### src/rtl/pid_pkg.sv
// ----------------------------------------------------------------------------
// pid_pkg
// Shared types and constants for the dual-mode PID controller.
// ----------------------------------------------------------------------------
package pid_pkg;

  localparam int DATA_W  = 16;
  localparam int ERR_W   = 17;
  localparam int GAIN_W  = 32;
  localparam int BOUND_W = 31;
  localparam int INTEG_W = 32;
  localparam int CFG_W   = 32;
  localparam int IDX_W   = 3;
  localparam int SUM_W   = 64;
  localparam int FRAC_W  = 16;

  localparam int OP_P_W = 18;
  localparam int OP_D_W = 19;
  localparam int PR_P_W = GAIN_W + OP_P_W;
  localparam int PR_I_W = GAIN_W + INTEG_W;
  localparam int PR_D_W = GAIN_W + OP_D_W;

  localparam logic [IDX_W-1:0] REG_MODE  = 3'd0;
  localparam logic [IDX_W-1:0] REG_KP    = 3'd1;
  localparam logic [IDX_W-1:0] REG_KI    = 3'd2;
  localparam logic [IDX_W-1:0] REG_KD    = 3'd3;
  localparam logic [IDX_W-1:0] REG_BOUND = 3'd4;
  localparam logic [IDX_W-1:0] REG_OMAX  = 3'd5;
  localparam logic [IDX_W-1:0] REG_OMIN  = 3'd6;

  localparam logic MODE_POS = 1'b0;
  localparam logic MODE_INC = 1'b1;

  localparam logic signed [DATA_W-1:0] OUT_MAX_RST = 16'sh7FFF;
  localparam logic signed [DATA_W-1:0] OUT_MIN_RST = 16'sh8000;

  // multiplier operands: p * kp, i * ki, d * kd
  typedef struct packed {
    logic signed [OP_P_W-1:0]  p;
    logic signed [INTEG_W-1:0] i;
    logic signed [OP_D_W-1:0]  d;
  } op_t;

  typedef struct packed {
    logic signed [PR_P_W-1:0] p;
    logic signed [PR_I_W-1:0] i;
    logic signed [PR_D_W-1:0] d;
  } prod_t;

endpackage

### src/rtl/pid_out.sv
// ----------------------------------------------------------------------------
// pid_out
// Sums the products, truncates Q16.16 toward zero and clamps the drive.
// ----------------------------------------------------------------------------
module pid_out (
  input  logic                                 clk,
  input  logic                                 rst_n,
  input  logic signed [pid_pkg::DATA_W-1:0]    out_max,
  input  logic signed [pid_pkg::DATA_W-1:0]    out_min,
  input  logic                                 prod_vld,
  output logic                                 prod_rdy,
  input  pid_pkg::prod_t                       prod,
  output logic                                 res_vld,
  input  logic                                 res_rdy,
  output logic signed [pid_pkg::DATA_W-1:0]    drive,
  output logic                                 clamped
);

  localparam int Q_W = pid_pkg::SUM_W - pid_pkg::FRAC_W;

  logic                                 sum_vld_r;
  logic signed [pid_pkg::SUM_W-1:0]     sum_r, sum_nxt;
  logic                                 sum_rdy;
  logic                                 res_vld_r;
  logic signed [pid_pkg::DATA_W-1:0]    drive_r, drive_nxt;
  logic                                 clamped_r, clamped_nxt;
  logic signed [Q_W-1:0]                q;

  assign prod_rdy = !sum_vld_r || sum_rdy;
  assign sum_rdy  = !res_vld_r || res_rdy;

  always_comb begin
    sum_nxt = pid_pkg::SUM_W'(prod.p) + pid_pkg::SUM_W'(prod.i)
            + pid_pkg::SUM_W'(prod.d);
  end

  // round toward zero: bump floor for negative values with a fraction
  always_comb begin
    q = Q_W'(sum_r >>> pid_pkg::FRAC_W);
    if (sum_r[pid_pkg::SUM_W-1] && (|sum_r[pid_pkg::FRAC_W-1:0])) begin
      q = q + Q_W'(1);
    end
    clamped_nxt = 1'b1;
    if (q < Q_W'(out_min)) begin
      drive_nxt = out_min;
    end else if (q > Q_W'(out_max)) begin
      drive_nxt = out_max;
    end else begin
      drive_nxt   = pid_pkg::DATA_W'(q);
      clamped_nxt = 1'b0;
    end
  end

  always_ff @(posedge clk) begin
    if (!rst_n) begin
      sum_vld_r <= 1'b0;
      res_vld_r <= 1'b0;
    end else begin
      if (prod_rdy) begin
        sum_vld_r <= prod_vld;
      end
      if (sum_rdy) begin
        res_vld_r <= sum_vld_r;
      end
    end
  end

  always_ff @(posedge clk) begin
    if (prod_vld && prod_rdy) begin
      sum_r <= sum_nxt;
    end
    if (sum_vld_r && sum_rdy) begin
      drive_r   <= drive_nxt;
      clamped_r <= clamped_nxt;
    end
  end

  assign res_vld = res_vld_r;
  assign drive   = drive_r;
  assign clamped = clamped_r;

endmodule

### config.mk
export PLATFORM = sky130hd
export DESIGN_NAME = pid_out
export DESIGN_NICKNAME = d
export VERILOG_FILES = /design/src/rtl/pid_pkg.sv /design/src/rtl/pid_out.sv
export SDC_FILE = /design/constraint.sdc
export NUM_CORES = 1
export LEC_CHECK = 0
export ABC_CLOCK_PERIOD_IN_PS = 5100
export BUFFER_PORTS_ARGS = -buffer_cell sky130_fd_sc_hd__buf_2
export CORE_AREA = 2 2 141 143
export CTS_CLUSTER_SIZE = 24
export DETAILED_ROUTE_END_ITERATION = 8
export DIE_AREA = 0 0 143 145
export PLACE_DENSITY = 0.9
export SETUP_SLACK_MARGIN = 0.05
export SYNTH_ARGS = -nofsm -noshare
export SYNTH_HDL_FRONTEND = slang
export SYNTH_SLANG_ARGS = --single-unit
### constraint.sdc
create_clock -name clk -period 5.1 [get_ports clk]
set_input_delay 0.255 -clock clk [delete_from_list [all_inputs] [get_ports clk]]
set_output_delay 0.255 -clock clk [all_outputs]
set_load 0.01 [all_outputs]
# Word level (Yosys, flattened, before mapping)

Cells that the tools add are included.

Multiply operators: 0
Add/sub/neg operators: 3
Shift-type cells: 0
Equality and inequality tests: 0
Div/mod/pow operators: 0
Reductions and logical operators: 8
Multiplexer cells: 4
Bitwise logic cells: 0
Order comparisons: 2

Operators by type and width:

| cell                  | number |
|---|---|
| $add 50x64->64        | 1 |
| $add 64x51->64        | 1 |
| $add 48x2->48 const B | 1 |
| $gt 48x16->1          | 1 |
| $lt 48x16->1          | 1 |
| $mux 48               | 1 |
| $mux 16               | 2 |
| $reduce_or 16->1      | 1 |
| $logic_and 1x1->1     | 3 |
| $logic_not 1->1       | 2 |
| $logic_or 1x1->1      | 2 |
| $mux 1                | 1 |

Output and inout port bits: 19
Input bits: 201
Bits in latches: 0
Bits in writable memories: 0
Logic and storage cells: 22
Flip-flop bits (word level): 83
ROM bits: 0
Memories: 0

# Depth between registers and ports, before layout

Gate-level depths: netlist (run 1).

Word-level depth: 6
Mapped depth: 24

# Worst setup path before layout (run 1)

Ideal clock, no wire load.

Path type: reg2reg
From: register sum_r[22] (netlist bit)
To: register drive_r (netlist bit drive[0]) (data pin)
Path buffers: 2
Clock period less this slack: 4649 ps
Stages on the path, launching flop included: 23
Slack: 451 ps
Data arrival time: 4387 ps
Path through: edfxtp_1 -> and3_1 -> nand3_1 -> nor2_1 -> nand3_1 -> nor3_1 -> nand3_1 -> nor2_1 -> and4_1 -> buf_2 -> nand2_1 -> xnor2_1 -> ha_1 -> nand3_1 -> or3_1 -> nor4_1 -> and3_1 -> a211o_1 -> a21oi_1 -> mux2_1 -> buf_2 -> mux2i_1 -> mux2_1

Word-level cells in the longest chain between the ends: 5
Elaborated cells between the ends (all ways): 6
Those cells by class: add/sub: 1; order compare: 2; mux: 3

Ends and longest elaborated chain:

| what                         | RTL line      | source |
|---|---|---|
| from (decl)                  | pid_out.sv:22 | `logic signed [pid_pkg::SUM_W-1:0] sum_r, sum_nxt;` |
| from (signal assigned)       | pid_out.sv:70 | `sum_r <= sum_nxt;` |
| $add 48x2->48                | pid_out.sv:41 | `q = q + Q_W'(1);` |
| $mux 48 *                    | pid_out.sv:40 | `if (sum_r[pid_pkg::SUM_W-1] && (\|sum_r[pid_pkg::FRAC_W-1:0])) begin` |
| $gt 48x16->1                 | pid_out.sv:46 | `end else if (q > Q_W'(out_max)) begin` |
| $mux 16                      | pid_out.sv:46 |  |
| $mux 16 *                    | pid_out.sv:44 | `if (q < Q_W'(out_min)) begin` |
| named net drive_nxt, one bit | pid_out.sv:25 | `logic signed [pid_pkg::DATA_W-1:0] drive_r, drive_nxt;` |
| to (signal assigned)         | pid_out.sv:73 | `drive_r <= drive_nxt;` |
| to (decl)                    | pid_out.sv:25 |  |

Mark *: on every way through the listed nets, which the timed path passes. The rest lies on a longest branch.
A chain may end at the register's enable or synchronous reset.

# Worst setup path after layout (run 1)

From: register sum_r[22] (netlist bit)
To: register drive_r (netlist bit drive[12]) (data pin)

Same word-level chain as after synthesis.

==> results of run 1 <==
-- flip-flops by register name, summed over array words and instances (netlist names) --
register and flops:
clamped 1, drive 16, res_vld 1, sum_r 64, sum_vld_r 1
-- power groups by stage --
| stage | Combinational, mW | Sequential (mW) | Clock (mW) |
|---|---|---|---|
| global placement | 2.26 | 1.16 | 0 |
| global route | 2.69 | 1.18 | 0.787 |
| finish | 2.43 | 1.16 | 0.755 |
| CTS | 2.38 | 1.16 | 0.763 |
| detailed placement | 2.35 | 1.17 | 0 |
| floorplan | 1.74 | 1.15 | 0 |
-- routing by layer --
metal	global-route usage	share of wire
met1	0.3310	0.43
met2	0.4069	0.47
met3	0.03069	0.066
met4	0.08366	0.029
met5	0	0
-- cells in the mapped netlist (all sizes together), types with 4 or more instances --
library cell	count	area share
edfxtp	81	0.23
a31oi	14	0.0081
xor2	35	0.028
nand3	35	0.016
nand2	89	0.031
nand2b	7	0.0041
a211o	4	0.0032
and4	6	0.0049
and3	22	0.013
nor3	13	0.0060
nor2	59	0.021
clkbuf	15	0.0052
o21a	7	0.0049
a21oi	94	0.044
fa	64	0.12
o21bai	12	0.0084
inv	62	0.022
a211oi	8	0.0056
nor4	8	0.0070
a41oi	5	0.0048
a21o	56	0.039
o211ai	7	0.0049
nor2b	11	0.0064
mux2i	31	0.029
o31ai	5	0.0048
buf	4	0.0027
ha	158	0.18
xnor2	76	0.063
nand4	31	0.018
or3	5	0.0029
o21ai	51	0.024
and2	6	0.0035
-- per-stage QoR --
stage | area (sq um) | hold slack [ns]
floorplan | 10780 | 0.3728
global placement | 12190 | 0.4750
detailed placement | 12190 | 0.4759
CTS | 12550 | 0.1137
global route | 12610 | 0.1471
finish | 12610 | 0.1208
-- final cells by class --
class                           instances  area share
Tap cell                              265     0.02629
Sequential cell                        83      0.1961
Clock inverter                          7    0.009922
Antenna cell                            4   0.0007937
Multi-Input combinational cell        955      0.6374
Clock buffer                            9     0.01786
Timing Repair Buffer                  228     0.09326
Inverter                               62     0.01845
-- final timing paths --
path	depth (start not counted)	end	slack, ns	start
max reg2reg	21	drive[12]	0.24	sum_r[22]
max	21	drive[12]	0.24	sum_r[22]
min	2	res_vld	0.12	rst_n
min reg2reg	1	res_vld	0.51	sum_vld_r
-- cells in the final DEF, fill, tap and decap left out, types with 8 or more instances in the layout --
master     instances
xor2_1            35
a21oi_1           93
and3_1            22
mux2i_1           30
buf_2            219
a21o_1            56
buf_4              8
o21ai_1           11
nor3_1            12
nand2_1           89
ha_1             158
clkbuf_16          9
o21bai_1          12
fa_1              64
inv_1             62
nor2_1            57
a31oi_1           14
nand4_1           31
edfxtp_1          81
nor2b_1           11
nand3_1           34
o21ai_0           38
xnor2_1           73
a211oi_1           8
-- worst max-delay path, cell delays in order, from the launching register on --
cell      delay, ns
edfxtp_1       0.38
and3_1         0.22
nand3_1        0.15
nor2_1         0.15
nand3_1        0.13
nor3_2         0.27
nand3_2        0.15
nor2_1         0.15
and4_4         0.31
nand2_1        0.09
xnor2_1        0.16
ha_1           0.31
nand3_1        0.13
or3_1          0.44
nor4_2         0.31
and3_1         0.22
a211o_1        0.13
a21oi_1        0.05
mux2_4         0.36
buf_12         0.17
mux2i_2        0.21
mux2i_1        0.11
-- what timing repair did --
item	CTS	global route
setup endpoints to repair	14	17
pin swaps	0	3
resized for setup	4	11
buffers inserted	0	2
-- cells by family (layout without fill, tap and decap cells) --
family,after synthesis,after routing
and+or+nand+nor,302,302
AOI/OAI and AO/OA,287,287
adders and majority gates,222,222
xor gates and xnor gates,111,111
DFF,83,83
buffers and inverters,81,306
muxes,33,33
other,0,4
==> impl_results.md, run 1 <==
- Startpoint types: register
- Internal Power: 2.583 mW
- Element type at the critical path end: register
- Clock sinks: 83
- TritonRoute pass-1 iters: 5
- Vias per cell: 5.867
- Reg area: 2472 sq um
- Vias: 9464
- Post-layout minimum cycle time: 4.862 ns
- Largest net degree at the start of global routing: 65
- Maxcap violations: 0
- Switching part of the total: 0.4055
- Net Switching: 1.762 mW
- Post-synthesis sequential area ratio: 0.2293
- Fin crit share: 0.9533
- Critical path class: reg -> reg
- Post-Layout Cell Count: 1613
- Status: complete, no violations
- Placed Cells incl. Taps: 1591
- GRT Total Usage: 0.2454
- Worst-path clk slew: 0.06 ns
- Antenna violations before repair: 4
- Boundary pin count: 220
- Vias in the first global route: 9240
- Setup TNS Final: 0 ns
- Critical path fanouts, max: 14
- Peak VDD IR: 153.1 uV
- Final Max Slew Viols: 0
- WP data required: 5.19 ns
- # nets final: 1762
- Yosys cell types: 68
- Synthesized area per cell: 9.635 sq um
- DRT iter0 DRCs: 618
- Post-synth EDFFs: 81
- Global-route wire length before repair: 42090 microns
- # rows: 51
- Area delta synth->final: 16.97%
- #FFs+latches synth: 83
- Initial core utilization: 0.5613
- CTS tree: yes
- Grt ovf: 0
- Ys async rst share: 0
- Largest family of logic cells by synthesized area: adder cells
- Placement Setup Slack: 0.05623 ns
- Leakage: 5.815 nW
- Fraction of the mapped netlist area in adder cells: 0.3022
- Clk_lat worst skew: 0.35 ns
- CTS Root Cell: clkbuf_16
- Clk_skew: 0.007010 ns
- CTS Hold Buffers Added: 0
- Flop pwr share: 0.267
- Worst Hold Class: in -> reg
- Port bufs: 219
- DRC: 0
- RSZ-0062 raised after global routing: no
- Max Root-Sink Buffers: 2
- Power density cells: 344.5 nW/um^2
- Core Box Area: 19210 sq um
- H-tree Lvls: 3
- Max-slew headroom: 0.2199
- Drt wl/cell: 15.93 microns
- Comb pwr share: 0.559
- Clock share of power: 0.174
- Synthesized instance count: 1119
- Share of cells above drive strength 1: 0.2039
- WP data arrival: 4.95 ns
- Gp weighted congestion: 0.9063
- Die H: 145 microns
- Syn. warnings: 0
- Filler cell count: 1481
- Routed Antenna Nets: 0
- Detailed Place HPWL: 21100 microns
- Final hold vios: 0
- Final wirelength: 25700 microns
- Worst-Margin Slew: 1.169 ns
- Final worst slack: 0.2384 ns
- Overall power: 4.345 mW
- Final setup fails: 0
- Area occupied by multi-input gates: 8038 sq um
- Synth Area in Compound Gates: 0.1738
- Synth Area in Simple Gates: 0.1427
- Xor/xnor cell area share of the yosys netlist: 0.09156
- Die Span X: 143 microns
- Mux contribution to synthesized area: 0.03087
- Mapped Nets: 1542
- Post-synth top flop: edfxtp_1
- Max frequency: 205.7 MHz
- Layout Utilization: 0.6566
- Number of CTS-inserted buffers: 9
- Die area: 20740 sq um
- Synth Cell Area: 10780 sq um
No activity file was read; power rests on OpenSTA's default activity.
==> run 2, diff against run 1 <==
--- a/config.mk
+++ b/config.mk
@@ -11,6 +11,7 @@
 export CTS_CLUSTER_SIZE = 24
 export DETAILED_ROUTE_END_ITERATION = 8
 export DIE_AREA = 0 0 143 145
+export GPL_ROUTABILITY_DRIVEN = 0
 export PLACE_DENSITY = 0.9
 export SETUP_SLACK_MARGIN = 0.05
 export SYNTH_ARGS = -nofsm -noshare
==> constraint.sdc (replaced) <==
create_clock -name clk -period 5.1 [get_ports clk]
set_input_delay 0.765 -clock clk [delete_from_list [all_inputs] [get_ports clk]]
set_output_delay 0.765 -clock clk [all_outputs]
set_load 0.01 [all_outputs]
==> run 2 against run 1 <==
Count of clock-buffer cells in the layout up 1. Non-clock buffer count grew 1. Highest routed layer unchanged. Total power down 2.4%. Combinational power hardly changed. First-iteration DRC count rose by 0.97%. Clock power down 18%. Fmax fell by 0.83%. Sequential power hardly changed.
==> impl_results.md, run 2 (synthesis results as in run 1) <==
- Comb pwr share: 0.579
- CTS tree: yes
- Net Switching: 1.786 mW
- Switching part of the total: 0.4213
- Element type at the critical path end: register
- Max incr delay on CP: 0.61 ns
- Cell mode on critical path: nand3_1
- Worst-Margin Slew: 0.9056 ns
- Vias per cell: 5.942
- Detailed Place HPWL: 21480 microns
- Antenna violations before repair: 3
- Internal Power: 2.453 mW
- Crit path buf inv count: 1
- Peak VDD IR: 169.6 uV
- Hold path start: sum_vld_r
- WP data required: 5.19 ns
- # rows: 51
- GRT Total Usage: 0.2529
- Die area: 20740 sq um
- # nets final: 1763
- Die Span X: 143 microns
- Worst r2r src: sum_r[27]
- Final setup fails: 0
- Setup TNS Final: 0 ns
- Number of CTS-inserted buffers: 9
- CTS Hold Buffers Added: 0
- Leakage: 5.800 nW
- Port bufs: 219
- Crit path launch: sum_r[27]
- Filler cell count: 1490
- Grt ovf: 0
- Max-slew headroom: 0.3956
- Startpoint types: register
- Clock sinks: 83
- Area occupied by multi-input gates: 8064 sq um
- Final hold vios: 0
- Vias: 9585
- Most frequent cells in the layout: buf_2, ha_1, a21oi_1
- Global-route wire length before repair: 43260 microns
- Routed Antenna Nets: 0
- Power density cells: 337.2 nW/um^2
- Vias in the first global route: 9433
- CTS Root Cell: clkbuf_16
- WP data arrival: 4.99 ns
- Core Box Area: 19210 sq um
- Most common cell after layout, fill and taps aside: buf_2
- Worst-path clk slew: 0.07 ns
- H-tree Lvls: 3
- Slowest stage cell on the critical path: or4_1
- Status: complete, no violations
- TritonRoute pass-1 iters: 7
- Share of cells above drive strength 1: 0.2059
- Flop pwr share: 0.275
- Worst Hold Class: reg -> reg
- Fin crit share: 0.9612
- DRT iter0 DRCs: 624
- RSZ-0062 raised after global routing: yes
- Max frequency: 204.0 MHz
- Largest net degree at the start of global routing: 53
- DRC: 0
- Boundary pin count: 220
- Overall power: 4.239 mW
- Crit path cell chain: and3_1, and3_1, nand2_1, and4bb_2, nand3_1, nor2_2, and4_4, nand3_1, xnor2_1, ha_1, nand3_1, or4_1, nor3_2, nor3_1, o31ai_1, a211o_1, a21oi_1, mux2_4, buf_12, mux2i_2, mux2i_1
- Die H: 145 microns
- Initial core utilization: 0.5613
- Clock share of power: 0.146
- Area delta synth->final: 16.58%
- Reg area: 2472 sq um
- CP top delay family: simple AND/OR/NAND/NOR gates
- Final wirelength: 26560 microns
- Max Root-Sink Buffers: 2
- Drt wl/cell: 16.47 microns
- Most flops, register: sum_r
- Largest register FFs: 64
- Critical path fanouts, max: 14
- Clk_skew: 0.01345 ns
- Maxcap violations: 0
- Post-layout minimum cycle time: 4.902 ns
- Final Max Slew Viols: 0
- Clk_lat worst skew: 0.35 ns
- Critical path class: reg -> reg
-- run 2: layout make-up --
cell class,instances,area share
clock inverters,6,0.003086
inverters,62,0.01851
flip-flops and latches,83,0.1967
clock buffers,10,0.01901
multi-input cells,955,0.6415
diodes,3,0.0005973
well taps,265,0.02638
repair buffers,229,0.09417
-- run 2: final timing paths --
kind                    to  slack (ns)  cells past startpoint
hold / removal     res_vld        0.52                      1
hold reg to reg    res_vld        0.52                      1
setup / recovery  drive[9]        0.20                     21
setup reg to reg  drive[9]        0.20                     21
-- run 2: power groups by stage --
| stage | combinational (mW) | clock [mW] | sequential (mW) |
|---|---|---|---|
| after floorplan | 1.74 | 0 | 1.15 |
| after global placement | 2.26 | 0 | 1.16 |
| after detailed placement | 2.36 | 0 | 1.17 |
| after CTS | 2.39 | 0.622 | 1.16 |
| after global routing | 2.70 | 0.653 | 1.18 |
| final | 2.45 | 0.619 | 1.17 |
-- run 2: metrics by stage --
step,util,setup WS (ns),hold slack (ns),cells,instance area [sq um]
after floorplan,-,0.4514,0.4768,1119,10780
after global placement,0.6355,0.2267,0.4989,1593,12210
after detailed placement,0.6355,-0.06049,0.5092,1593,12210
after CTS,0.6506,0.08880,0.5247,1609,12500
after global routing,0.6544,0.03626,0.5485,1613,12570
final,0.6544,0.1979,0.5202,1613,12570
-- run 2: worst register-to-register path, cell delays in order (launching register included) --
cell and delay [ns]:
edfxtp_1 0.40, and3_1 0.22, and3_1 0.18, nand2_1 0.12, and4bb_2 0.38, nand3_1 0.13
nor2_2 0.17, and4_4 0.32, nand3_1 0.12, xnor2_1 0.16, ha_1 0.31, nand3_1 0.12
or4_1 0.61, nor3_2 0.22, nor3_1 0.06, o31ai_1 0.07, a211o_1 0.14, a21oi_1 0.05
mux2_4 0.36, buf_12 0.17, mux2i_2 0.21, mux2i_1 0.12
-- run 2: repair_timing --
action / CTS / global route
pin swaps: 0 / 2
cloned: 0 / 0
endpoints found under the setup margin: 14 / 17
gates resized for setup: 7 / 12
buffers inserted: 0 / 1
-- run 2: metal layers --
metal | GRT usage | up-vias | wire length, microns
met5 | 0 | - | 0
met4 | 0.09505 | 0 | 893
met3 | 0.03729 | 76 | 1868
met2 | 0.4172 | 449 | 12360
met1 | 0.3353 | 4466 | 11440
li1 | - | 4594 | -
