**config.mk**
```make
export PLATFORM = sky130hd
export DESIGN_NAME = pid_front
export DESIGN_NICKNAME = d
export VERILOG_FILES = /design/src/rtl/pid_pkg.sv /design/src/rtl/pid_front.sv
export SDC_FILE = /design/constraint.sdc
export NUM_CORES = 1
export LEC_CHECK = 0
export BUFFER_PORTS_ARGS = -buffer_cell sky130_fd_sc_hd__buf_4
export CAP_MARGIN = 20
export CELL_PAD_IN_SITES_DETAIL_PLACEMENT = 1
export CELL_PAD_IN_SITES_GLOBAL_PLACEMENT = 1
export CORE_ASPECT_RATIO = 0.75
export CORE_MARGIN = 2
export CORE_UTILIZATION = 49
export DETAILED_ROUTE_END_ITERATION = 8
export MAX_ROUTING_LAYER = met4
export PLACE_DENSITY = 0.87
export SYNTH_ARGS = -nofsm -noshare
export SYNTH_HDL_FRONTEND = slang
export SYNTH_SLANG_ARGS = --single-unit
```
**constraint.sdc**
```tcl
create_clock -name clk -period 14.7 [get_ports clk]
set_input_delay 0 -clock clk [delete_from_list [all_inputs] [get_ports clk]]
set_output_delay 0 -clock clk [all_outputs]
set_load 0.1 [all_outputs]
```
**src/rtl/pid_pkg.sv**
```systemverilog
// ----------------------------------------------------------------------------
// pid_pkg
// Shared types and constants for the dual-mode PID controller.
// ----------------------------------------------------------------------------
package pid_pkg;

  localparam int DATA_W  = 16;
  localparam int ERR_W   = 17;
  localparam int GAIN_W  = 32;
  localparam int BOUND_W = 31;
  localparam int INTEG_W = 32;
  localparam int CFG_W   = 32;
  localparam int IDX_W   = 3;
  localparam int SUM_W   = 64;
  localparam int FRAC_W  = 16;

  localparam int OP_P_W = 18;
  localparam int OP_D_W = 19;
  localparam int PR_P_W = GAIN_W + OP_P_W;
  localparam int PR_I_W = GAIN_W + INTEG_W;
  localparam int PR_D_W = GAIN_W + OP_D_W;

  localparam logic [IDX_W-1:0] REG_MODE  = 3'd0;
  localparam logic [IDX_W-1:0] REG_KP    = 3'd1;
  localparam logic [IDX_W-1:0] REG_KI    = 3'd2;
  localparam logic [IDX_W-1:0] REG_KD    = 3'd3;
  localparam logic [IDX_W-1:0] REG_BOUND = 3'd4;
  localparam logic [IDX_W-1:0] REG_OMAX  = 3'd5;
  localparam logic [IDX_W-1:0] REG_OMIN  = 3'd6;

  localparam logic MODE_POS = 1'b0;
  localparam logic MODE_INC = 1'b1;

  localparam logic signed [DATA_W-1:0] OUT_MAX_RST = 16'sh7FFF;
  localparam logic signed [DATA_W-1:0] OUT_MIN_RST = 16'sh8000;

  // multiplier operands: p * kp, i * ki, d * kd
  typedef struct packed {
    logic signed [OP_P_W-1:0]  p;
    logic signed [INTEG_W-1:0] i;
    logic signed [OP_D_W-1:0]  d;
  } op_t;

  typedef struct packed {
    logic signed [PR_P_W-1:0] p;
    logic signed [PR_I_W-1:0] i;
    logic signed [PR_D_W-1:0] d;
  } prod_t;

endpackage

```
**src/rtl/pid_front.sv**
```systemverilog
// ----------------------------------------------------------------------------
// pid_front
// Error, integral and error history; selects multiplier operands by mode.
// ----------------------------------------------------------------------------
module pid_front (
  input  logic                                 clk,
  input  logic                                 rst_n,
  input  logic                                 mode,
  input  logic [pid_pkg::BOUND_W-1:0]          bound,
  input  logic                                 in_vld,
  output logic                                 in_rdy,
  input  logic signed [pid_pkg::DATA_W-1:0]    setpoint,
  input  logic signed [pid_pkg::DATA_W-1:0]    measured,
  output logic                                 op_vld,
  input  logic                                 op_rdy,
  output pid_pkg::op_t                         op
);

  logic                                   vld_r;
  pid_pkg::op_t                           op_r, op_nxt;
  logic signed [pid_pkg::INTEG_W-1:0]     integ_r, integ_nxt;
  logic signed [pid_pkg::ERR_W-1:0]       last_r, last_nxt;
  logic signed [pid_pkg::ERR_W-1:0]       prev_r, prev_nxt;
  logic signed [pid_pkg::ERR_W-1:0]       err;
  logic signed [pid_pkg::OP_P_W-1:0]      d1;
  logic signed [pid_pkg::OP_D_W-1:0]      d2;
  logic signed [pid_pkg::INTEG_W:0]       acc, bnd;
  logic                                   take;

  assign in_rdy = !vld_r || op_rdy;
  assign take   = in_vld && in_rdy;

  always_comb begin
    err = pid_pkg::ERR_W'(setpoint) - pid_pkg::ERR_W'(measured);
    d1  = pid_pkg::OP_P_W'(err) - pid_pkg::OP_P_W'(last_r);
    d2  = pid_pkg::OP_D_W'(err) - (pid_pkg::OP_D_W'(last_r) <<< 1)
        + pid_pkg::OP_D_W'(prev_r);
    acc = (pid_pkg::INTEG_W+1)'(integ_r) + (pid_pkg::INTEG_W+1)'(err);
    bnd = $signed({2'b00, bound});
    integ_nxt = integ_r;
    prev_nxt  = prev_r;
    last_nxt  = err;
    if (mode == pid_pkg::MODE_POS) begin
      if (acc > bnd) begin
        integ_nxt = pid_pkg::INTEG_W'(bnd);
      end else if (acc < -bnd) begin
        integ_nxt = pid_pkg::INTEG_W'(-bnd);
      end else begin
        integ_nxt = pid_pkg::INTEG_W'(acc);
      end
      op_nxt.p = pid_pkg::OP_P_W'(err);
      op_nxt.i = integ_nxt;
      op_nxt.d = pid_pkg::OP_D_W'(d1);
    end else begin
      prev_nxt = last_r;
      op_nxt.p = d1;
      op_nxt.i = pid_pkg::INTEG_W'(err);
      op_nxt.d = d2;
    end
  end

  always_ff @(posedge clk) begin
    if (!rst_n) begin
      vld_r   <= 1'b0;
      integ_r <= '0;
      last_r  <= '0;
      prev_r  <= '0;
    end else begin
      if (in_rdy) begin
        vld_r <= in_vld;
      end
      if (take) begin
        integ_r <= integ_nxt;
        last_r  <= last_nxt;
        prev_r  <= prev_nxt;
      end
    end
  end

  always_ff @(posedge clk) begin
    if (take) begin
      op_r <= op_nxt;
    end
  end

  assign op_vld = vld_r;
  assign op     = op_r;

endmodule

```
# == Word level (Yosys, flattened, before mapping) ==
# Index checks and enable logic that the tools add are counted.
# totals
inputBits,68
output_inout_bits,71
reg_bits,136
# op_classes
muxes,3
order_cmp,2
bitwise_logic,1
reduce_logical,5
n_addsub,6
# op_table
cell,count
69-bit two-way mux,1
32-bit two-way mux,2
32-bit by 17-bit adder with 33-bit output,1
33-bit by 32-bit > comparator with 1-bit output,1
33-bit less-than comparator,1
31-bit negation with 33-bit output,1
19-bit by 17-bit adder with 19-bit output,1
17-bit by 18-bit subtractor with 19-bit output,1
17-bit by 17-bit subtractor with 18-bit output,1
16-bit by 16-bit subtractor with 17-bit output,1
2-bit AND reduction,2
1-bit logical AND,1
1-bit zero test,1
1-bit logical OR,1
1-bit inverter,1

# == Logic depth before layout (Yosys ltp) ==
# Gate-level depths: netlist of the first run.
# logic_depth
depth_word,6
ltp_mapped,36
mapped_depth_nobuf,33

# == Least setup slack after synthesis of the first run ==
# No wires, ideal clock.
# synth_path
kind,input-to-reg
from,in setpoint[0] in the netlist's numbering
to,"reg op_r (netlist bit op[32]), data pin"
setup_time_ns,0.268
t_required_ns,14.432
setup_slack_ns,8.069
t_arrival_ns,6.363
cell_stages,33
path_buffers,2
cell_sequence,inv_1 -> ha_1 -> fa_1 -> nor2b_1 -> o21ai_0 -> a21boi_0 -> o21ai_0 -> a21boi_0 -> o2111ai_1 -> nand3_1 -> nand3_1 -> a32o_1 -> ha_1 -> and3_1 -> and2_1 -> a221oi_1 -> a21boi_0 -> o21ai_0 -> xor2_1 -> ha_1 -> a21o_1 -> a21o_1 -> a21o_1 -> a21oi_1 -> nor2b_1 -> a311o_1 -> nor4_1 -> or3_1 -> buf_6 -> buf_12 -> mux2_2 -> o21ai_0 -> o22ai_1
# synth_rtl
element,line_no,rtl
start: declaration,pid_front.sv:12,"input logic signed [pid_pkg::DATA_W-1:0] setpoint,"
end signal: assignment,pid_front.sv:82,op_r <= op_nxt;
end: declaration,pid_front.sv:20,"pid_pkg::op_t op_r, op_nxt;"

# == Final worst setup path of the first run ==
# layout_path
from,in measured[0] in the netlist's numbering
to,reg integ_r[9] in the netlist's numbering
# layout_between
elab_chain_len,5
elab_cells_between_ends,6
# layout_rtl
element,line_no,rtl
start: declaration,pid_front.sv:13,"input logic signed [pid_pkg::DATA_W-1:0] measured,"
16-bit by 16-bit subtractor with 17-bit output *,pid_front.sv:34,err = pid_pkg::ERR_W'(setpoint) - pid_pkg::ERR_W'(measured);
"net err, one bit",pid_front.sv:24,logic signed [pid_pkg::ERR_W-1:0] err;
32-bit by 17-bit adder with 33-bit output *,pid_front.sv:38,acc = (pid_pkg::INTEG_W+1)'(integ_r) + (pid_pkg::INTEG_W+1)'(err);
33-bit less-than comparator,pid_front.sv:46,end else if (acc < -bnd) begin
32-bit two-way mux,pid_front.sv:46,
32-bit two-way mux *,pid_front.sv:44,if (acc > bnd) begin
end signal: assignment,pid_front.sv:73,integ_r <= integ_nxt;
end: declaration,pid_front.sv:21,"logic signed [pid_pkg::INTEG_W-1:0] integ_r, integ_nxt;"
# The timed path passes the listed nets; every way through them passes the cells marked *.
# A chain may end at the register's enable or synchronous reset.

==> results of run 1 <==
[worst max-delay path: cells and delay by family]
family | cells | cell delay [ns]
buf+inv | 4 | 1.71
compound gates | 19 | 4.46
fa+ha+maj | 4 | 1.27
simple gates | 6 | 1.40
xor+xnor | 2 | 0.93
[cells in the final DEF, fill, tap and decap left out, types with 14 or more instances in the layout]
cell type,count
o21a_1,15
edfxtp_1,69
inv_1,105
nor3_1,34
and3_1,19
nand4_1,21
a21o_1,27
o211ai_1,18
nor4_1,14
dlygate4sd3_1,24
nand2b_1,23
fa_1,20
nor2b_1,14
xnor2_1,73
clkbuf_16,18
o21ai_0,78
ha_1,144
or3_1,18
buf_4,155
mux2_2,20
nand2_1,162
dfxtp_1,67
o31ai_1,32
nor2_1,99
a21oi_1,118
a211oi_1,31
xor2_1,18
nand3_1,47
[layer usage]
layer  global-route usage  vias to the layer above
li1                     -                     5732
met1                0.474                     6204
met2                0.566                      560
met5                    -                        -
met3               0.0648                      114
met4                0.109                        0
[final cells by class]
| class | count | area [µm²] |
|---|---|---|
| Clock inverter | 12 | 103 |
| Timing Repair Buffer | 181 | 1420 |
| Clock buffer | 20 | 478 |
| Tap cell | 338 | 423 |
| Fill cell | 3018 | 10400 |
| Multi-Input combinational cell | 1191 | 8420 |
| Inverter | 108 | 407 |
| Sequential cell | 136 | 3410 |
[cells by family (layout without fill, tap and decap cells)]
family	after synthesis	after routing	share of synthesized area
DFF	136	136	0.273
adders and majority gates	166	166	0.178
buffers and inverters	168	321	0.0546
muxes	31	31	0.0268
AOI/OAI and AO/OA	421	421	0.219
xor gates and xnor gates	92	92	0.0656
and+or+nand+nor	481	481	0.184
[stage by stage]
step	utilization	hold slack, ns	setup slack [ns]	cell area, µm²	instances
2_1_floorplan	-	0.129	8.07	12500	1495
3_3_place_gp	0.553	0.250	6.51	13800	1928
6_report	0.586	0.0264	5.33	14700	1986
5_1_grt	0.586	0.0292	4.70	14700	1986
3_5_place_dp	0.553	0.267	6.01	13800	1930
4_1_cts	0.586	0.00236	5.64	14700	1986
[power groups by stage]
stage,Clock (W),Combinational [W],Sequential (W)
finish,0.000444,0.00180,0.000537
floorplan,0,0.000933,0.000896
CTS,0.000447,0.00176,0.000536
global placement,0,0.00166,0.000541
global route,0.000458,0.00191,0.000542
detailed placement,0,0.00172,0.000542
[what timing repair did]
| action | 4_1_cts | 5_1_grt |
|---|---|---|
| buffers inserted | 0 | 0 |
| resized for setup | 0 | 0 |
| hold buffers | 24 | 0 |
| hold endpoints to repair | 26 | 0 |
[how the worst max path moves through the flow]
| stage | cells past startpoint | endpoint | slack [ns] |
|---|---|---|---|
| finish | 35 | integ_r[9]$_SDFFE_PN0P_ | 5.33 |
| global placement | 35 | op[45]$_DFFE_PP_ | 6.51 |
| global route | 35 | integ_r[9]$_SDFFE_PN0P_ | 4.70 |
| detailed placement | 35 | op[45]$_DFFE_PP_ | 6.01 |
| CTS | 35 | integ_r[9]$_SDFFE_PN0P_ | 5.64 |
| floorplan | 33 | op[32]$_DFFE_PP_ | 8.07 |
[registers in the layout, summed over array words and instances (netlist names)]
| signal | count |
|---|---|
| op | 69 |
| prev_r | 17 |
| op_vld | 1 |
| last_r | 17 |
| integ_r | 32 |
==> results.toml, run 1 <==
[run_status]
status = "complete, no violations"

[timing]
tightest_slew_ns = 1.13
fmax_ghz = 0.107
rsz0062_at_grt = "false"
hold_viol = 0
setup_viol = 0
fin_tns_setup_ns = 0
drv_slew = 0
layout_min_cycle_time_ns = 9.37
fin_crit_sh = 0.638
relSlewSlack = 0.241
fin_skew_ns = 0.0134

[logic_synthesis]
synth_cell_type_count = 78
synth_common_cells = "nand2_1, ha_1, a21oi_1"
synth_edf_count = 69
syn_inst = 1495
ys_ff_latch = 136
syn_area_mm2 = 0.0125
ys.flop_type = "edfxtp_1"
synth_top_area_frac = 0.166
syn_nets = 1727
synth.avg_cell_area_um2 = 8.36
synthArstFlopShare = 0
yosysTopAreaCell = "edfxtp_1"
synth.most_common_cell = "nand2_1"
yosysWarnings = 0
yosys-top-cells-area = "edfxtp_1, ha_1, dfxtp_1"
ys_seq_area_frac = 0.273

[worst_hold_path]
min_to = "integ_r[26]$_SDFFE_PN0P_"
holdPathStages = 3
min_from = "bound[26]"
hp-class = "input pin to flop"

[run]
maxCapViolCount = 0

[pwr]
power_density_mw_per_mm2 = 189
p_sw_w = 0.00147
switching_share = 0.530
pwr-share-comb = 0.647
internal_power_w = 0.00131
vdd_drop_max_v = 0.000124
power.share.sequential = 0.193
p_leak_nw = 6.30
clockPowerShare = 0.160
finalPower_w = 0.00278

[detailed_routing]
vias = 12600
route.met3.wl_um = 3630
top_layer_used = "met4"
drtIter0Drc = 1090
firstDrtPassIters = 5
ant_nets = 0
routedWlPerCell_um = 23.3
met2_length_um = 21100
drc_errors = 0
drt_wl_total_um = 46300
wl_met1_um = 20400
viasPerCell = 6.35

[final_layout]
areaGrowthSynthToFinish_pct = 17.3
fin_nets = 1867
antenna_cells = 0
drive_above_1_share = 0.142

[clocking]
cts_root_buf = "clkbuf_16"
worstSkewPairLatency_ns = 0.46
cts.sinks = 136
cts_buffers = 17
cts_tree = "yes"
htreeDepth = 4
clk_pin_slew_worst_paths_ns = 0.07
clock_path_buffers = 2

[setup_path]
crit_top_cell = "a21oi_1"
critPathMaxFanout = 23
r2r-end = "integ_r[9]$_SDFFE_PN0P_"
cp.arrival_ns = 9.78
crit_path_start_kind = "input pin"
r2r_cells = 23
crit-reg2reg-launch = "integ_r[0]$_SDFFE_PN0P_"
crit_start = "measured[0]"
critPathRequiredTime_ns = 15.10
slowest_delay_ns = 0.65
reg2reg_setup_slack_ns = 7.28
critPathCaptureType = "flop"
cp_slowest_cell = "nand2_1"
criticalPathCategory = "input pin to flop"

[placed_design]
finalWeightedCongestion = 0.931
portBuffers = 138
dp_hpwl_um = 33400

[grt]
overflow = 0
grt_first_pass_wirelength_um = 73200
grt_pass1_vias = 13100
antenna_found_initial = 0
grt_max_degree = 57
grt_usage = 0.360

[floorplanning]
core.rowCount = 50
core_area_mm2 = 0.0250
num_io_pins = 139
die_area_mm2 = 0.0268
die_h_um = 142
start_util = 0.500
die_w_um = 188
No activity file was read; power rests on OpenSTA's default activity.
==> run 2: changes to the inputs <==
--- a/config.mk
+++ b/config.mk
@@ -5,16 +5,17 @@
 export SDC_FILE = /design/constraint.sdc
 export NUM_CORES = 1
 export LEC_CHECK = 0
+export ABC_AREA = 1
 export BUFFER_PORTS_ARGS = -buffer_cell sky130_fd_sc_hd__buf_4
 export CAP_MARGIN = 20
 export CELL_PAD_IN_SITES_DETAIL_PLACEMENT = 1
 export CELL_PAD_IN_SITES_GLOBAL_PLACEMENT = 1
 export CORE_ASPECT_RATIO = 0.75
 export CORE_MARGIN = 2
-export CORE_UTILIZATION = 49
+export CORE_UTILIZATION = 40
 export DETAILED_ROUTE_END_ITERATION = 8
 export MAX_ROUTING_LAYER = met4
-export PLACE_DENSITY = 0.87
+export PLACE_DENSITY = 0.79
 export SYNTH_ARGS = -nofsm -noshare
 export SYNTH_HDL_FRONTEND = slang
 export SYNTH_SLANG_ARGS = --single-unit
==> constraint.sdc (replaced) <==
create_clock -name clk -period 8.32 [get_ports clk]
set_input_delay 0 -clock clk [delete_from_list [all_inputs] [get_ports clk]]
set_output_delay 0 -clock clk [all_outputs]
set_load 0.1 [all_outputs]
==> run 2 against run 1 <==
  * Synthesized cell count up 30%
  * Total power up 78%
  * Non-clock buffer count down 4
  * Largest power group unchanged
  * Largest cell class unchanged
  * Die area up 30%
  * Highest routed layer unchanged
==> results.toml, run 2 <==
[run_status]
status = "complete, no violations"

[logic_synthesis]
synth_top_area_frac = 0.155
syn_inst = 1943
synth.avg_cell_area_um2 = 6.87
synth_common_cells = "nand2_1, inv_1, nand3_1"
yosys-top-cells-area = "edfxtp_1, nand2_1, ha_1"
synth-adder-area-share = 0.165
yosysWarnings = 0
synth_cell_type_count = 49
syn_nets = 2175
ys_ff_latch = 136
synth.most_common_cell = "nand2_1"
yosysTopAreaCell = "edfxtp_1"
synth_simple_gate_area_frac = 0.304
synth_edf_count = 69
syn_area_mm2 = 0.0133
synth_top_family_by_area = "simple AND/OR/NAND/NOR gates"
synth_compound_area_frac = 0.128
ys_seq_area_frac = 0.256
ys.flop_type = "edfxtp_1"
synth-xor-area-share = 0.0446
synthArstFlopShare = 0
synth_mux_area_frac = 0

[detailed_routing]
routedWlPerCell_um = 19.0
drt_wl_total_um = 48300
viasPerCell = 5.34
vias = 13600
ant_nets = 0
firstDrtPassIters = 5
drtIter0Drc = 895
drc_errors = 0

[placed_design]
finalWeightedCongestion = 0.946
portBuffers = 138
dp_hpwl_um = 38200

[final_layout]
fillCellCount = 4290
fin_nets = 2318
final_common_cell = "nand2_1"
largest_reg_flops = 69
final_cell_mix = "nand2_1, inv_1, nand3_1, buf_4, ha_1"
antenna_cells = 0
drive_above_1_share = 0.117
areaGrowthSynthToFinish_pct = 17.2
utilization = 0.480

[clocking]
cts_root_buf = "clkbuf_16"
post_cts_resized = 0
post_cts_buffers = 0
cts_tree = "yes"
cts_hold_buf = 23
clock_path_buffers = 2
worstSkewPairLatency_ns = 0.45
cts_buffers = 17
htreeDepth = 4
cts.sinks = 136
clk_pin_slew_worst_paths_ns = 0.06

[floorplanning]
start_util = 0.409
die_h_um = 162
num_io_pins = 139
die_area_mm2 = 0.0348
die_w_um = 215
core_area_mm2 = 0.0326
core.rowCount = 57

[worst_hold_path]
holdPathStages = 5
hp-class = "input pin to flop"
min_to = "integ_r[21]$_SDFFE_PN0P_"
min_from = "bound[21]"

[pwr]
power.share.sequential = 0.186
power_density_mw_per_mm2 = 316
vdd_drop_max_v = 0.000194
switching_share = 0.539
clockPowerShare = 0.168
p_sw_w = 0.00266
p_leak_nw = 8.10
internal_power_w = 0.00228
pwr-share-comb = 0.646

[grt]
overflow = 0
antenna_found_initial = 0
grt_first_pass_wirelength_um = 76600
grt_max_degree = 74
use_met3 = 0.0399
grt_use_met2 = 0.451
grtUsageMet1 = 0.407
top_usage_layer = "met2"
grt_usage = 0.289
grt_pass1_vias = 13800

[timing]
fmax_ghz = 0.140
hold_viol = 0
tightest_slew_ns = 0.937
hold_slack_ns = 0.00957
layout_min_cycle_time_ns = 7.16
setup_viol = 0
fin_skew_ns = 0.0113
fin_tns_setup_ns = 0
rsz0062_at_grt = "false"
drv_slew = 0
relSlewSlack = 0.374
fin_crit_sh = 0.861

[setup_path]
critPathMaxFanout = 30
critPathRequiredTime_ns = 8.52
criticalPathCategory = "input pin to flop"
crit_top_cell = "nand2_1"
r2r_cells = 28
cp.arrival_ns = 7.36
r2r-end = "op[33]$_DFFE_PP_"
critPathCaptureType = "flop"
cp_slowest_cell = "nand2_2"
slowest_delay_ns = 0.57
reg2reg_setup_slack_ns = 2.80
crit-reg2reg-launch = "integ_r[0]$_SDFFE_PN0P_"
crit_path_start_kind = "input pin"

[run]
maxCapViolCount = 0
-- run 2: critical path, delay by kind of cell --
| family | cells | cell delay [ns] |
|---|---|---|
| compound gates | 9 | 2.29 |
| xor+xnor | 1 | 0.45 |
| fa+ha+maj | 3 | 1.13 |
| buf+inv | 5 | 0.35 |
| simple gates | 27 | 3.16 |
-- run 2: area by class of cell --
class                           instances  area, µm²  share of cell area
Multi-Input combinational cell       1464       8570               0.548
Tap cell                              442        553              0.0354
Sequential cell                       136       3410               0.218
Clock buffer                           22        487              0.0311
Inverter                              290       1090              0.0697
Clock inverter                         10        139             0.00888
Timing Repair Buffer                  177       1390              0.0886
-- run 2: worst max path at each step --
stage	from	end	slack, ns	cells past startpoint
finish	setpoint[2]	op[33]$_DFFE_PP_	1.16	45
global route	setpoint[2]	op[35]$_DFFE_PP_	0.37	43
CTS	setpoint[2]	op[25]$_DFFE_PP_	1.27	47
detailed placement	setpoint[2]	op[25]$_DFFE_PP_	0.83	47
global placement	setpoint[2]	op[25]$_DFFE_PP_	0.91	47
floorplan	measured[2]	op[42]$_DFFE_PP_	3.03	44
-- run 2: metal layers --
layer	vias to the layer above	part of all wire
met1	6555	0.50
met4	0	0.0088
li1	6664	-
met3	27	0.051
met2	313	0.44
met5	-	0
-- run 2: kinds of logic after synthesis --
family	after synthesis
buffers and inverters	343
adder cells (fa/ha/maj)	164
flip-flops	136
AND/OR/NAND/NOR	929
AO/OA/AOI/OAI	303
XOR/XNOR	68
-- run 2: through the flow --
stage	total power [W]	cell area [µm²]	instances	setup WS [ns]
after floorplan	0.00324	13300	1943	3.03
after global placement	0.00396	14800	2486	0.913
after detailed placement	0.00405	14800	2486	0.834
after CTS	0.00492	15600	2541	1.27
after global routing	0.00530	15600	2541	0.372
final	0.00494	15600	2541	1.16
-- run 2: power groups by stage --
| stage | Clock, W | Sequential [W] | Combinational (W) |
|---|---|---|---|
| 2_1_floorplan | 0 | 0.00149 | 0.00175 |
| 3_3_place_gp | 0 | 0.000929 | 0.00303 |
| 3_5_place_dp | 0 | 0.000928 | 0.00312 |
| 4_1_cts | 0.000839 | 0.000918 | 0.00316 |
| 5_1_grt | 0.000868 | 0.000927 | 0.00350 |
| 6_report | 0.000832 | 0.000918 | 0.00319 |
==> run 3: changes to the inputs <==
--- a/config.mk
+++ b/config.mk
@@ -5,17 +5,16 @@
 export SDC_FILE = /design/constraint.sdc
 export NUM_CORES = 1
 export LEC_CHECK = 0
-export ABC_AREA = 1
 export BUFFER_PORTS_ARGS = -buffer_cell sky130_fd_sc_hd__buf_4
 export CAP_MARGIN = 20
 export CELL_PAD_IN_SITES_DETAIL_PLACEMENT = 1
 export CELL_PAD_IN_SITES_GLOBAL_PLACEMENT = 1
 export CORE_ASPECT_RATIO = 0.75
 export CORE_MARGIN = 2
-export CORE_UTILIZATION = 40
+export CORE_UTILIZATION = 41
 export DETAILED_ROUTE_END_ITERATION = 8
 export MAX_ROUTING_LAYER = met4
-export PLACE_DENSITY = 0.79
+export PLACE_DENSITY = 0.78
 export SYNTH_ARGS = -nofsm -noshare
 export SYNTH_HDL_FRONTEND = slang
 export SYNTH_SLANG_ARGS = --single-unit
==> run 3 against run 2 <==
  * Wire length down 9.8%
  * Sequential power up 3.1%
  * Clock skew down 0.00064 ns
  * Non-clock buffer count up 22
  * Die area down 8.4%
  * Cell count down 19%
  * Core utilization up 1.9 points
  * Global-route usage down 0.51 points
==> results.toml, run 3 (synthesis gave the netlist of run 1 again) <==
[run_status]
status = "complete, no violations"

[setup_path]
cp_slowest_cell = "a21boi_0"
path_delay_family = "compound AO/OA/AOI/OAI gates"
crit_top_cell = "o21ai_0"
cp.arrival_ns = 7.80
cp.buffers_inverters = 3
critPathRequiredTime_ns = 8.48
criticalPathCategory = "input pin to flop"
r2r_cells = 24
crit_start = "setpoint[0]"
r2r-end = "op[43]$_DFFE_PP_"
crit_path_start_kind = "input pin"
critPathMaxFanout = 16
cp.depth = 33
crit-reg2reg-launch = "integ_r[0]$_SDFFE_PN0P_"
crit_end = "op[43]$_DFFE_PP_"
reg2reg_setup_slack_ns = 2.06
slowest_delay_ns = 0.42
critPathCaptureType = "flop"

[grt]
overflow = 0
grt_max_degree = 78
grt_first_pass_wirelength_um = 68600
grt_usage = 0.284
antenna_found_initial = 0
grt_pass1_vias = 12300

[timing]
setup_viol = 0
fin_crit_sh = 0.918
fmax_ghz = 0.131
layout_setup_ws_ns = 0.686
relSlewSlack = 0.304
hold_slack_ns = 0.0151
fin_skew_ns = 0.0106
hold_viol = 0
drv_slew = 0
rsz0062_at_grt = "false"
tightest_slew_ns = 1.04
fin_tns_setup_ns = 0
layout_min_cycle_time_ns = 7.63

[placed_design]
place_inst = 2009
pre_cts_ws_ns = -0.0371
finalWeightedCongestion = 0.884
portBuffers = 138
dp_hpwl_um = 32600

[clocking]
worstSkewPairLatency_ns = 0.45
clock_path_buffers = 2
htreeDepth = 4
cts_tree = "yes"
cts_buffers = 17
cts_root_buf = "clkbuf_16"
clk_pin_slew_worst_paths_ns = 0.07
cts.sinks = 136

[floorplanning]
core.rowCount = 55
die_h_um = 155
num_io_pins = 139
start_util = 0.416
die_w_um = 206
core_area_mm2 = 0.0301
die_area_mm2 = 0.0319

[final_layout]
drive_above_1_share = 0.153
fin_nets = 1885
final_common_cell = "buf_4"
areaGrowthSynthToFinish_pct = 19.9
final_cell_mix = "buf_4, nand2_1, ha_1, a21oi_1, inv_1"
antenna_cells = 0
fillCellCount = 3595
multi_input_area_mm2 = 0.00843
regArea_mm2 = 0.00341
largest_reg_flops = 69
finalNonFillerCells = 2065
utilization = 0.499

[pwr]
vdd_drop_max_v = 0.000179
p_leak_nw = 6.44
power_density_mw_per_mm2 = 334

[detailed_routing]
wl_met1_um = 21800
routedWlPerCell_um = 21.1
top_layer_used = "met4"
ant_nets = 0
viasPerCell = 5.87
route.met3.wl_um = 2020
firstDrtPassIters = 6
vias = 12100
drtIter0Drc = 831
met2_length_um = 19100
drc_errors = 0
drt_wl_total_um = 43600

[run]
maxCapViolCount = 0

[worst_hold_path]
hp-class = "input pin to flop"
run 3: cell count changes in the layout (fill, tap and decap cells not counted), moves of 18 or more:
cell	previous run	this run
a21o_1	9	27
nand3_1	197	47
xor2_1	55	18
a211oi_1	4	31
nand2b_1	0	23
or3_1	0	18
and3_1	1	19
nand2_1	537	162
a21oi_1	143	118
mux2_2	0	20
o31ai_1	2	32
inv_1	284	105
xnor2_1	13	73
run 3: worst register-to-register path: stages (launching register included):
cell	delay [ns]
dfxtp_1	0.34
ha_1	0.21
inv_1	0.07
fa_1	0.41
nand2b_1	0.21
a21o_1	0.22
a21boi_0	0.40
a31oi_1	0.26
o21ai_0	0.32
a21o_1	0.18
a21oi_1	0.08
xnor2_1	0.36
ha_1	0.33
a21o_1	0.20
a21oi_1	0.17
o21ai_0	0.12
a21oi_1	0.14
o21ai_0	0.15
o211a_1	0.21
nor4_1	0.38
or3_1	0.25
buf_4	0.23
mux2_2	0.35
a22oi_1	0.26
o21ai_0	0.12
run 3: worst min-delay path by stage:
| stage | from | slack (ns) | cells past startpoint | to |
|---|---|---|---|---|
| after CTS | bound[8] | 0.004 | 3 | integ_r[8]$_SDFFE_PN0P_ |
| after detailed placement | in_vld | 0.26 | 3 | op_vld$_SDFFE_PN0N_ |
| final | bound[8] | 0.02 | 3 | integ_r[8]$_SDFFE_PN0P_ |
| after global routing | bound[8] | 0.02 | 3 | integ_r[8]$_SDFFE_PN0P_ |
| after global placement | in_vld | 0.25 | 3 | op_vld$_SDFFE_PN0N_ |
| after floorplan | in_vld | 0.13 | 2 | op_vld$_SDFFE_PN0N_ |
run 3: layer usage:
metal,track usage,vias to the layer above
met3,0.0450,46
met1,0.401,6004
li1,-,5791
met2,0.426,276
met4,0.0658,0
met5,-,-
run 3: layout make-up:
type | count | area share
Clock buffer | 24 | 0.0386
Clock inverter | 8 | 0.00417
Inverter | 108 | 0.0271
Multi-Input combinational cell | 1191 | 0.562
Sequential cell | 136 | 0.228
Tap cell | 399 | 0.0333
Timing Repair Buffer | 199 | 0.107
run 3: per-stage QoR:
stage / instance area (µm²) / power [W]
detailed placement: 14100 / 0.00409
global route: 15000 / 0.00530
floorplan: 12500 / 0.00323
finish: 15000 / 0.00501
global placement: 14100 / 0.00402
CTS: 15000 / 0.00498
run 3: repair_timing:
action | in CTS | in global routing
resized for setup | 0 | 2
hold buffers | 23 | 0
buffers inserted | 0 | 0
endpoints found under the setup margin | 0 | 19
endpoints found under the hold margin | 23 | 0
run 3: power by group:
part / switching (W) / internal, W / leakage, nW / total (W)
clock network: 0.000345 / 0.000494 / 0.315 / 0.000839
logic: 0.00214 / 0.00109 / 4.91 / 0.00322
registers: 0.0000622 / 0.000883 / 1.22 / 0.000946
total: 0.00254 / 0.00247 / 6.44 / 0.00501
